<file path="src/design/afce_pkg.sv">
package afce_pkg;

   // Field widths fixed by the stream format
   localparam int WORD_W    = 32;
   localparam int SAMPLE_W  = 24;
   localparam int MAX_W     = 23;
   localparam int CHAN_W    = 8;
   localparam int BYTES_W   = 16;
   localparam int WLEFT_W   = 14;

   // Sample width default for the top level
   localparam int SAMPLE_BITS_DEFAULT = 24;

   // Stream constants
   localparam logic [WORD_W-1:0] SYNC_WORD = 32'hFFFF_FFFF;

   // Register reset values
   localparam logic [CHAN_W-1:0]  CHANNEL_ID_RESET = 8'hEA;
   localparam logic [BYTES_W-1:0] MAX_BYTES_RESET  = 16'd1500;

   // Register indexes
   localparam logic REG_CHANNEL_ID = 1'b0;
   localparam logic REG_MAX_BYTES  = 1'b1;

   // Config bus widths
   localparam int CSR_ADDR_W = 3;
   localparam int CSR_DATA_W = 32;

   // Queue depth between stages and on the result side
   localparam int QUEUE_DEPTH = 2;

   typedef struct packed {
      logic [WORD_W-1:0] word;
      logic              restart;
   } req_type;

   typedef struct packed {
      logic                       sample_valid;
      logic signed [SAMPLE_W-1:0] sample;
      logic [MAX_W-1:0]           max_first;
      logic [MAX_W-1:0]           max_second;
      logic signed [SAMPLE_W-1:0] min_first;
      logic signed [SAMPLE_W-1:0] min_second;
   } rsp_type;

   // Classified word handed from the parser to the tracker
   typedef struct packed {
      logic                       restart;
      logic                       valid;
      logic signed [SAMPLE_W-1:0] sample;
   } item_type;

endpackage

</file>
<file path="src/design/afce_fifo.sv">
module afce_fifo #(
   parameter int WIDTH = 8,
   parameter int DEPTH = 2
) (
   input  logic             clock,
   input  logic             reset,
   input  logic             wr_en,
   input  logic [WIDTH-1:0] wr_data,
   output logic             full,
   input  logic             rd_en,
   output logic [WIDTH-1:0] rd_data,
   output logic             empty
);

   localparam int PTR_W = (DEPTH > 1) ? $clog2(DEPTH) : 1;
   localparam int CNT_W = $clog2(DEPTH + 1);

   logic [WIDTH-1:0] mem_ff [DEPTH];
   logic [PTR_W-1:0] wr_ptr_ff, wr_ptr_in;
   logic [PTR_W-1:0] rd_ptr_ff, rd_ptr_in;
   logic [CNT_W-1:0] count_ff, count_in;
   logic             do_wr, do_rd;

   assign full    = (count_ff == CNT_W'(DEPTH));
   assign empty   = (count_ff == '0);
   assign do_wr   = wr_en & ~full;
   assign do_rd   = rd_en & ~empty;
   assign rd_data = mem_ff[rd_ptr_ff];

   // Pointer and fill count updates
   always_comb begin
      wr_ptr_in = wr_ptr_ff;
      rd_ptr_in = rd_ptr_ff;
      count_in  = count_ff;
      if (do_wr) begin
         wr_ptr_in = (wr_ptr_ff == PTR_W'(DEPTH - 1)) ? '0 : wr_ptr_ff + 1'b1;
      end
      if (do_rd) begin
         rd_ptr_in = (rd_ptr_ff == PTR_W'(DEPTH - 1)) ? '0 : rd_ptr_ff + 1'b1;
      end
      if (do_wr && !do_rd) begin
         count_in = count_ff + 1'b1;
      end else if (do_rd && !do_wr) begin
         count_in = count_ff - 1'b1;
      end
   end

   always_ff @(posedge clock) begin
      if (reset) begin
         wr_ptr_ff <= '0;
         rd_ptr_ff <= '0;
         count_ff  <= '0;
      end else begin
         wr_ptr_ff <= wr_ptr_in;
         rd_ptr_ff <= rd_ptr_in;
         count_ff  <= count_in;
      end
   end

   // Storage, no reset
   always_ff @(posedge clock) begin
      if (do_wr) begin
         mem_ff[wr_ptr_ff] <= wr_data;
      end
   end

endmodule

</file>
<file path="src/design/afce_front.sv">
module afce_front #(
   parameter int SAMPLE_BITS = afce_pkg::SAMPLE_BITS_DEFAULT
) (
   input  logic                             clock,
   input  logic                             reset,
   input  logic                             accept,
   input  afce_pkg::req_type                req,
   input  logic [afce_pkg::CHAN_W-1:0]      channel_id,
   input  logic [afce_pkg::BYTES_W-1:0]     max_frame_bytes,
   output afce_pkg::item_type               item
);

   localparam logic [1:0] PH_HUNT    = 2'd0;
   localparam logic [1:0] PH_HEADER  = 2'd1;
   localparam logic [1:0] PH_SIZE    = 2'd2;
   localparam logic [1:0] PH_PAYLOAD = 2'd3;

   logic [1:0]                     phase_ff, phase_in;
   logic [afce_pkg::WLEFT_W-1:0]   wleft_ff, wleft_in;
   logic [1:0]                     phase_cur;
   logic [afce_pkg::WLEFT_W-1:0]   wleft_cur;
   logic [afce_pkg::WLEFT_W-1:0]   wleft_dec;
   logic signed [afce_pkg::SAMPLE_W-1:0] sample_ext;
   logic                           hit;

   // Sign-extend the low SAMPLE_BITS bits of the word
   always_comb begin
      for (int i = 0; i < afce_pkg::SAMPLE_W; i++) begin
         sample_ext[i] = (i < SAMPLE_BITS) ? req.word[i] : req.word[SAMPLE_BITS-1];
      end
   end

   // Restart takes effect before this word is parsed
   assign phase_cur = req.restart ? PH_HUNT : phase_ff;
   assign wleft_cur = req.restart ? '0 : wleft_ff;
   assign hit       = (req.word[afce_pkg::WORD_W-1 -: afce_pkg::CHAN_W] == channel_id);
   assign wleft_dec = (wleft_cur != '0) ? wleft_cur - 1'b1 : wleft_cur;

   // Frame parser
   always_comb begin
      phase_in    = phase_cur;
      wleft_in    = wleft_cur;
      item.restart = req.restart;
      item.valid   = 1'b0;
      item.sample  = '0;
      case (phase_cur)
         PH_HUNT: begin
            if (req.word == afce_pkg::SYNC_WORD) begin
               phase_in = PH_HEADER;
            end
         end
         PH_HEADER: begin
            phase_in = req.word[afce_pkg::WORD_W-1] ? PH_HUNT : PH_SIZE;
         end
         PH_SIZE: begin
            if (req.word > {16'd0, max_frame_bytes}) begin
               phase_in = PH_HUNT;
            end else begin
               wleft_in = req.word[afce_pkg::WLEFT_W+1:2];
               phase_in = (req.word[afce_pkg::WLEFT_W+1:2] == '0) ? PH_HUNT : PH_PAYLOAD;
            end
         end
         default: begin
            if (hit) begin
               item.valid  = 1'b1;
               item.sample = sample_ext;
            end
            wleft_in = wleft_dec;
            if (wleft_dec == '0) begin
               phase_in = PH_HUNT;
            end
         end
      endcase
   end

   always_ff @(posedge clock) begin
      if (reset) begin
         phase_ff <= PH_HUNT;
         wleft_ff <= '0;
      end else if (accept) begin
         phase_ff <= phase_in;
         wleft_ff <= wleft_in;
      end
   end

endmodule

</file>
<file path="src/design/afce_back.sv">
module afce_back (
   input  logic                 clock,
   input  logic                 reset,
   input  logic                 item_avail,
   input  afce_pkg::item_type   item,
   output logic                 item_take,
   input  logic                 rsp_full,
   output logic                 rsp_push,
   output afce_pkg::rsp_type    rsp
);

   typedef logic signed [afce_pkg::SAMPLE_W-1:0] val_type;

   val_type top_max_ff, top_max_in;
   val_type next_max_ff, next_max_in;
   val_type top_min_ff, top_min_in;
   val_type next_min_ff, next_min_in;
   val_type tmax, nmax, tmin, nmin, s;

   assign item_take = item_avail & ~rsp_full;
   assign rsp_push  = item_take;
   assign s         = item.sample;

   // Extrema update for one classified word
   always_comb begin
      tmax = item.restart ? '0 : top_max_ff;
      nmax = item.restart ? '0 : next_max_ff;
      tmin = item.restart ? '0 : top_min_ff;
      nmin = item.restart ? '0 : next_min_ff;
      top_max_in  = tmax;
      next_max_in = nmax;
      top_min_in  = tmin;
      next_min_in = nmin;
      if (item.valid) begin
         if (s > tmax) begin
            next_max_in = tmax;
            top_max_in  = s;
         end else if (s < tmax && s > nmax) begin
            next_max_in = s;
         end
         if (s < tmin) begin
            next_min_in = tmin;
            top_min_in  = s;
         end else if (s > tmin && s < nmin) begin
            next_min_in = s;
         end
      end
   end

   // Result transaction
   always_comb begin
      rsp.sample_valid = item.valid;
      rsp.sample       = item.sample;
      rsp.max_first    = top_max_in[afce_pkg::MAX_W-1:0];
      rsp.max_second   = next_max_in[afce_pkg::MAX_W-1:0];
      rsp.min_first    = top_min_in;
      rsp.min_second   = next_min_in;
   end

   always_ff @(posedge clock) begin
      if (reset) begin
         top_max_ff  <= '0;
         next_max_ff <= '0;
         top_min_ff  <= '0;
         next_min_ff <= '0;
      end else if (item_take) begin
         top_max_ff  <= top_max_in;
         next_max_ff <= next_max_in;
         top_min_ff  <= top_min_in;
         next_min_ff <= next_min_in;
      end
   end

endmodule

</file>
<file path="src/design/adc_frame_channel_extrema_core.sv">
// Framed ADC stream parser with running channel extrema.
// Input queue side: req_data carries one 32-bit stream word and a restart
// flag; a transaction completes on a clock edge with push high and full low.
// Result queue side: rsp_data holds the oldest result while empty is low; a
// transaction completes on a clock edge with pop high and empty low. Each
// input word yields exactly one result: the sample if the word was a payload
// word of the selected channel, plus the current top two maxima and minima.
// The parser writes each accepted word's item into the middle queue; the
// tracker writes its result into the result queue, which drives rsp_data.
// Throughput: one word per cycle while full stays low; two-entry queues
// between the parser and tracker and after the tracker absorb stalls.
// When pop stays low the result queue fills, the tracker holds, the middle
// queue fills, and full rises; no result is dropped.
// Reset (synchronous) empties both queues, puts the parser in sync hunt,
// clears all extrema and loads channel_id = 0xEA, max_frame_bytes = 1500.
// Registers: channel_id at byte address 0, max_frame_bytes at address 4.
module adc_frame_channel_extrema_core #(
   parameter int SAMPLE_BITS = afce_pkg::SAMPLE_BITS_DEFAULT
) (
   input  logic                               clock,
   input  logic                               reset,
   input  logic                               push,
   output logic                               full,
   input  afce_pkg::req_type                  req_data,
   output logic                               empty,
   input  logic                               pop,
   output afce_pkg::rsp_type                  rsp_data,
   input  logic                               psel,
   input  logic                               penable,
   input  logic                               pwrite,
   input  logic [afce_pkg::CSR_ADDR_W-1:0]    paddr,
   input  logic [afce_pkg::CSR_DATA_W-1:0]    pwdata,
   output logic [afce_pkg::CSR_DATA_W-1:0]    prdata,
   output logic                               pready
);

   logic [afce_pkg::CHAN_W-1:0]  channel_id_ff, channel_id_in;
   logic [afce_pkg::BYTES_W-1:0] max_bytes_ff, max_bytes_in;
   logic                         csr_wr;
   logic                         reg_sel;

   afce_pkg::item_type front_item, back_item;
   afce_pkg::rsp_type  back_rsp;
   logic               accept, mid_full, mid_empty, item_take, rsp_full, rsp_push;

   // Config registers
   assign pready  = 1'b1;
   assign csr_wr  = psel & penable & pwrite;
   assign reg_sel = paddr[2];

   always_comb begin
      channel_id_in = channel_id_ff;
      max_bytes_in  = max_bytes_ff;
      prdata        = '0;
      case (reg_sel)
         afce_pkg::REG_CHANNEL_ID: begin
            prdata = {24'd0, channel_id_ff};
            if (csr_wr) begin
               channel_id_in = pwdata[afce_pkg::CHAN_W-1:0];
            end
         end
         afce_pkg::REG_MAX_BYTES: begin
            prdata = {16'd0, max_bytes_ff};
            if (csr_wr) begin
               max_bytes_in = pwdata[afce_pkg::BYTES_W-1:0];
            end
         end
         default: begin
            prdata = '0;
         end
      endcase
   end

   always_ff @(posedge clock) begin
      if (reset) begin
         channel_id_ff <= afce_pkg::CHANNEL_ID_RESET;
         max_bytes_ff  <= afce_pkg::MAX_BYTES_RESET;
      end else begin
         channel_id_ff <= channel_id_in;
         max_bytes_ff  <= max_bytes_in;
      end
   end

   // Front: parse and classify
   assign full   = mid_full;
   assign accept = push & ~mid_full;

   afce_front #(
      .SAMPLE_BITS (SAMPLE_BITS)
   ) u_front (
      .clock           (clock),
      .reset           (reset),
      .accept          (accept),
      .req             (req_data),
      .channel_id      (channel_id_ff),
      .max_frame_bytes (max_bytes_ff),
      .item            (front_item)
   );

   // Queue between parser and tracker
   afce_fifo #(
      .WIDTH ($bits(afce_pkg::item_type)),
      .DEPTH (afce_pkg::QUEUE_DEPTH)
   ) u_mid_fifo (
      .clock   (clock),
      .reset   (reset),
      .wr_en   (accept),
      .wr_data (front_item),
      .full    (mid_full),
      .rd_en   (item_take),
      .rd_data (back_item),
      .empty   (mid_empty)
   );

   // Back: extrema tracking
   afce_back u_back (
      .clock      (clock),
      .reset      (reset),
      .item_avail (~mid_empty),
      .item       (back_item),
      .item_take  (item_take),
      .rsp_full   (rsp_full),
      .rsp_push   (rsp_push),
      .rsp        (back_rsp)
   );

   // Result queue
   afce_fifo #(
      .WIDTH ($bits(afce_pkg::rsp_type)),
      .DEPTH (afce_pkg::QUEUE_DEPTH)
   ) u_rsp_fifo (
      .clock   (clock),
      .reset   (reset),
      .wr_en   (rsp_push),
      .wr_data (back_rsp),
      .full    (rsp_full),
      .rd_en   (pop),
      .rd_data (rsp_data),
      .empty   (empty)
   );

endmodule
</file>
<file path="config.mk">
export PLATFORM = sky130hd
export DESIGN_NAME = adc_frame_channel_extrema_core
export DESIGN_NICKNAME = d
export VERILOG_FILES = /design/src/design/afce_pkg.sv /design/src/design/afce_fifo.sv /design/src/design/afce_front.sv /design/src/design/afce_back.sv /design/src/design/adc_frame_channel_extrema_core.sv
export SDC_FILE = /design/constraint.sdc
export NUM_CORES = 1
export LEC_CHECK = 0
export BUFFER_PORTS_ARGS = -buffer_cell sky130_fd_sc_hd__buf_4
export CAP_MARGIN = 20
export CORE_MARGIN = 2
export CORE_UTILIZATION = 55
export DETAILED_ROUTE_END_ITERATION = 8
export PLACE_DENSITY = 0.75
export SYNTH_ARGS = -nofsm -noshare
export SYNTH_HDL_FRONTEND = slang
export SYNTH_SLANG_ARGS = --single-unit
export TNS_END_PERCENT = 50
</file>
<file path="constraint.sdc">
create_clock -name clock -period 12.4 [get_ports clock]
set_input_delay 1.86 -clock clock [delete_from_list [all_inputs] [get_ports clock]]
set_output_delay 1.86 -clock clock [all_outputs]
set_load 0.02 [all_outputs]
</file>
==> impl_metrics.json, run 1 <==
{
  "nFillCells": 3075,
  "hpwl_um": 38500,
  "ys.flop_type": "edfxtp_1",
  "fp.dieH_um": 206,
  "htree_num_levels": 2,
  "crit_required_ns": 12.70,
  "clkTransAtPathRegs_ns": 0.06,
  "swShare": 0.394,
  "syn_area_um2": 22400,
  "yosys-top-cells-count": "edfxtp_1, nand2_1, dfxtp_1, nor2_1, mux2_2",
  "crit_arrival_ns": 6.69,
  "critPathKind": "reg2reg",
  "path_buf_inv": 4,
  "slowest_delay_ns": 0.86,
  "slew_viol_final": 0,
  "synth_top_cell_area_share": 0.389,
  "whs_ns": 0.458,
  "worst_pin_slew_ns": 1.11,
  "ctsLongestPathBuffers": 3,
  "drt_iter0_markers": 1432,
  "routedLengthMet1_um": 22900,
  "synth_cells": 1991,
  "gp_congestion": 0.885,
  "ys_seq_area_frac": 0.520,
  "hold_path_class": "reg2reg",
  "p_clk_frac": 0.200,
  "final_cell_area_um2": 25700,
  "drtPass1Iterations": 7,
  "slowest_stage": "mux2i_4",
  "area_growth_pct": 14.7,
  "cp_cell_sequence": "buf_4 -> mux2i_4 -> buf_4 -> buf_4 -> nand2_1 -> ha_1 -> nand4_1 -> nor4_1 -> o31a_2 -> or4_4 -> and2_1 -> buf_4 -> a21oi_1 -> nor3_1",
  "tns_ns": 0,
  "num_io_pins": 229,
  "insertion_delay_ns": 0.57,
  "slew_headroom": 0.258,
  "worstPathMaxFanout": 85,
  "synthArstFlopShare": 0,
  "top_layer": "met4",
  "final_nets": 2322,
  "grt_use_total": 0.267,
  "met3_length_um": 4240,
  "post-cts-setup-buffers": 0,
  "drt_wl_total_um": 56600,
  "rows": 73,
  "synth_cell_types": 81,
  "setup_viol": 0,
  "antenna_left": 0,
  "fin_total_pwr_mw": 6.84,
  "pwr-share-seq": 0.344,
  "status": "finished, final reports clean",
  "vdd_drop_max_mv": 0.153,
  "cts_root_buffer": "clkbuf_16",
  "rsz0062_at_grt": "false",
  "critPathCaptureType": "flip-flop",
  "wl_met2_um": 26900,
  "power_leakage_nw": 10.0,
  "coreArea_um2": 39900,
  "finalHoldViolCount": 0,
  "cts_tree": "yes",
  "fmax_mhz": 156,
  "clock_skew_ns": 0.0134,
  "final_util": 0.643,
  "antennaDiodeCount": 0,
  "wl_per_cell_um": 21.0,
  "p_int_mw": 4.15,
  "drc": 0,
  "cts_buffers": 44,
  "power_frac_comb": 0.456,
  "critPathLaunchType": "flip-flop",
  "grt_overflow": 0,
  "synth.most_common_cell": "edfxtp_1",
  "finalCritPeriodShare": 0.516,
  "grt_pass1_vias": 16240,
  "cts.repair.resized": 0,
  "fin_crit_ns": 6.39,
  "route.vias.total": 16597,
  "die_w_um": 206,
  "antenna_found_initial": 0,
  "drive_above_1_share": 0.224,
  "p_sw_mw": 2.69,
  "path_delay_family": "buffers and inverters",
  "power_density_nw_per_um2": 267,
  "yosysWarnings": 0,
  "grt_max_degree": 86,
  "dieArea_um2": 42300,
  "cts.sinks": 436,
  "grt_pass1_wl_um": 88100,
  "ys_ff_latch": 436,
  "viasPerCell": 6.17,
  "drv_cap": 0,
  "hp-start": "max_bytes_ff[12]",
  "place_area_um2": 24100,
  "yosysTopAreaCell": "edfxtp_1",
  "cts_hold_buf": 0,
  "synth_edf_count": 290,
  "port_buffers": 193,
  "avgSynthCellArea_um2": 11.2,
  "synth_area_leaders": "edfxtp_1, dfxtp_1, mux2_2",
  "crit_path_frequent_cell": "buf_4",
  "start_util": 0.560
}
path summary, 6_finish.rpt:
kind / to / cells past startpoint / slack (ns)
min reg2reg: max_bytes_ff[12] / 2 / 0.46
min: max_bytes_ff[12] / 2 / 0.46
max: u_rsp_fifo.mem_ff[0][68] / 14 / 6.01
max reg2reg: u_rsp_fifo.mem_ff[0][68] / 14 / 6.01
layout make-up:
type | instances | area, µm² | area share
timing repair buffer | 220 | 1700 | 0.0664
tap | 525 | 657 | 0.0256
clock inverter | 23 | 233 | 0.00907
multi-input combinational | 1365 | 9920 | 0.387
inverter | 65 | 244 | 0.00951
sequential | 436 | 11600 | 0.453
clock buffer | 57 | 1260 | 0.0492
worst min-delay path: stages, from the launching register on:
cell,delay [ns]
dfxtp_1,0.31
nand2_1,0.05
a21oi_1,0.05
state kept, by name, summed over array words and instances, names as in the netlist, named ones only:
name                  count
u_rsp_fifo.mem_ff       238
u_mid_fifo.mem_ff        52
u_mid_fifo.count_ff       2
u_rsp_fifo.rd_ptr_ff      1
u_back.top_max_ff        24
u_mid_fifo.wr_ptr_ff      1
u_mid_fifo.rd_ptr_ff      1
u_back.top_min_ff        24
u_back.next_max_ff       24
u_rsp_fifo.count_ff       2
max_bytes_ff             16
u_rsp_fifo.wr_ptr_ff      1
channel_id_ff             8
u_back.next_min_ff       24
u_front.wleft_ff         14
u_front.phase_ff          2
cells in the final DEF (no fill, tap or decap), types with 28 or more instances in the layout:
cell / netlist / final
and2_1: 32 / 31
nand3_1: 32 / 32
edfxtp_1: 290 / 290
nand4_1: 38 / 38
o21ai_0: 47 / 47
a21o_1: 34 / 34
inv_1: 62 / 62
nor3_1: 42 / 42
dfxtp_1: 146 / 145
nand2_1: 196 / 196
mux2_2: 129 / 129
mux2i_1: 51 / 50
ha_1: 115 / 115
clkbuf_16: 0 / 45
nor2_1: 145 / 142
o21a_1: 28 / 28
a21oi_1: 102 / 102
buf_4: 23 / 216
power by group through the flow:
| stage | Sequential (mW) | Combinational (mW) | Clock (mW) |
|---|---|---|---|
| floorplan | 2.34 | 2.12 | 0 |
| global placement | 2.35 | 3.00 | 0 |
| detailed placement | 2.38 | 3.08 | 0 |
| CTS | 2.35 | 3.10 | 1.39 |
| global route | 2.39 | 3.37 | 1.45 |
| finish | 2.35 | 3.12 | 1.37 |
stage by stage:
stage,instances,worst slack (ns)
2_1_floorplan,2006,5.93
3_3_place_gp,2607,5.89
3_5_place_dp,2609,5.86
4_1_cts,2689,5.85
5_1_grt,2691,5.63
6_report,2691,6.01
metal layers:
metal / vias up / global-route usage
met2: 701 / 0.438
met5: - / 0
met1: 8027 / 0.343
met3: 138 / 0.0494
met4: 0 / 0.125
li1: 7731 / -
kinds of logic (layout without fill, tap and decap cells):
group | count (synthesis) | in the layout | share of synthesized area
other | 2 | 17 | 0.000336
adders and majority gates | 116 | 116 | 0.0648
DFF | 436 | 436 | 0.520
muxes | 181 | 181 | 0.0888
and+or+nand+nor | 597 | 597 | 0.130
xor gates and xnor gates | 20 | 20 | 0.00783
buffers and inverters | 205 | 365 | 0.0418
AOI/OAI and AO/OA | 434 | 434 | 0.146
(Power assumes the default switching activity.)
==> inputs of run 2 (changes only) <==
clock period = 6.25 ns   (was 12.4 ns; I/O delays follow)
==> run 2 against run 1 <==
  * Clock power up 120%
  * Via count up 0.11%
  * Sequential power up 100%
  * Register-to-register slack got worse by 5.4 ns
  * Critical path type unchanged
  * Fmax rose by 12%
  * Clock-buffer cell count down 1
  * Cell area increased by 1.2%
  * First-iteration DRC count grew 7.6%
==> impl_metrics.json, run 2 (synthesized netlist as in run 1, its figures left out) <==
{
  "clock_skew_ns": 0.0222,
  "antennaDiodeCount": 0,
  "final_util": 0.650,
  "vdd_drop_max_mv": 0.252,
  "final_cell_mix": "edfxtp_1, buf_4, nand2_1, dfxtp_1, nor2_1",
  "critPathCaptureType": "flip-flop",
  "pwr-share-seq": 0.337,
  "slew_viol_final": 0,
  "grt_max_degree": 73,
  "grt_overflow": 0,
  "gp_congestion": 0.880,
  "cts_tree": "yes",
  "power_density_nw_per_um2": 536,
  "ctsLongestPathBuffers": 3,
  "cts_root_buffer": "clkbuf_16",
  "hpwl_um": 39000,
  "drive_above_1_share": 0.231,
  "wl_per_cell_um": 21.0,
  "antenna_left": 0,
  "viasPerCell": 6.13,
  "slowest_stage": "and4bb_2",
  "grt_pass1_vias": 16184,
  "dieArea_um2": 42300,
  "clkTransAtPathRegs_ns": 0.06,
  "crit_required_ns": 6.59,
  "final_cell_area_um2": 26000,
  "worstHoldPathCells": 2,
  "coreArea_um2": 39900,
  "finalHoldViolCount": 0,
  "drtPass1Iterations": 6,
  "start_util": 0.560,
  "layout_commonest_cell": "edfxtp_1",
  "power_leakage_nw": 10.2,
  "insertion_delay_ns": 0.59,
  "timing.rr.end": "u_rsp_fifo.mem_ff[0][60]",
  "drc": 0,
  "final_nets": 2339,
  "dpl.cell_count": 2626,
  "grt_use_total": 0.268,
  "fp.dieH_um": 206,
  "fmax_mhz": 176,
  "rows": 73,
  "cts_hold_buf": 0,
  "holdPathEnd": "max_bytes_ff[12]",
  "cp_cell_sequence": "buf_4 -> mux2i_1 -> inv_1 -> ha_1 -> nand4_1 -> nor4_1 -> o31a_2 -> nor3_1 -> and4bb_2 -> buf_4 -> a221oi_2 -> nor3_1",
  "slowest_delay_ns": 1.04,
  "reg.largest.list": "u_rsp_fifo.mem_ff (238), u_mid_fifo.mem_ff (52)",
  "cts.repair.resized": 0,
  "setup_slack_ns": 0.558,
  "nFillCells": 2969,
  "area_growth_pct": 16.1,
  "tns_ns": 0,
  "hold_path_class": "reg2reg",
  "p_clk_frac": 0.216,
  "drt_iter0_markers": 1541,
  "place_area_um2": 24300,
  "htree_num_levels": 2,
  "fin_total_pwr_mw": 13.9,
  "worst_pin_slew_ns": 1.09,
  "setup_viol": 0,
  "grt_pass1_wl_um": 87800,
  "hp-start": "max_bytes_ff[12]",
  "status": "finished, final reports clean",
  "slew_headroom": 0.272,
  "antenna_found_initial": 0,
  "power_frac_comb": 0.447,
  "drt_wl_total_um": 57000,
  "critPathKind": "reg2reg",
  "worstPathMaxFanout": 44,
  "path_delay_family": "simple AND/OR/NAND/NOR gates",
  "reg2reg_depth": 12,
  "dp_slack_ns": 0.677,
  "p_sw_mw": 5.41,
  "cts.sinks": 436,
  "fin_crit_ns": 5.69,
  "post-cts-setup-buffers": 0,
  "crit_arrival_ns": 6.03,
  "rsz0062_at_grt": "false",
  "p_int_mw": 8.50,
  "whs_ns": 0.456,
  "critPathLaunchType": "flip-flop",
  "drv_cap": 0,
  "largest_register_ffs": 238,
  "route.vias.total": 16616,
  "port_buffers": 193,
  "num_io_pins": 229,
  "path_buf_inv": 3,
  "top_register": "u_rsp_fifo.mem_ff",
  "reg2reg_slack_ns": 0.56,
  "die_w_um": 206,
  "cts_buffers": 46,
  "finalCritPeriodShare": 0.911,
  "swShare": 0.389,
  "final_cells": 2712
}
run 2: worst register-to-register path, delay by kind of cell (launching register included):
family	cells	cell delay [ns]
and+or+nand+nor	5	2.06
buffers and inverters	3	1.06
DFF	1	0.86
muxes	1	0.71
adders and majority gates	1	0.40
AOI/OAI and AO/OA	2	0.36
run 2: cell type report:
| cell class | instances | area, µm² | share of cell area |
|---|---|---|---|
| inverter | 65 | 244 | 0.00940 |
| sequential | 436 | 11600 | 0.448 |
| clock inverter | 30 | 444 | 0.0171 |
| multi-input combinational | 1365 | 9910 | 0.382 |
| timing repair buffer | 235 | 1830 | 0.0707 |
| tap | 525 | 657 | 0.0253 |
| clock buffer | 56 | 1230 | 0.0474 |
run 2: how the worst max path moves through the flow:
stage | from | to | slack [ns] | cells past startpoint
finish | flip-flop | u_rsp_fifo.mem_ff[0][60] | 0.56 | 12
global route | flip-flop | u_rsp_fifo.mem_ff[0][60] | 0.33 | 12
CTS | flip-flop | u_rsp_fifo.mem_ff[1][60] | 0.66 | 12
detailed placement | flip-flop | u_rsp_fifo.mem_ff[0][60] | 0.68 | 12
global placement | flip-flop | u_rsp_fifo.mem_ff[0][70] | 0.99 | 11
floorplan | u_rsp_fifo.count_ff[0] | u_rsp_fifo.mem_ff[0][0] | 1.79 | 4
run 2: layer usage:
layer	global-route usage	up-vias	part of all wire
li1	-	7764	-
met1	0.337	7977	0.40
met2	0.447	734	0.48
met3	0.0477	141	0.076
met4	0.126	0	0.042
met5	0	-	0
run 2: power groups by stage:
stage	sequential (mW)	clock [mW]	combinational [mW]
floorplan	4.61	0	4.22
global placement	4.68	0	6.00
detailed placement	4.74	0	6.17
CTS	4.69	3.04	6.21
global route	4.76	3.16	6.70
finish	4.69	3.01	6.22
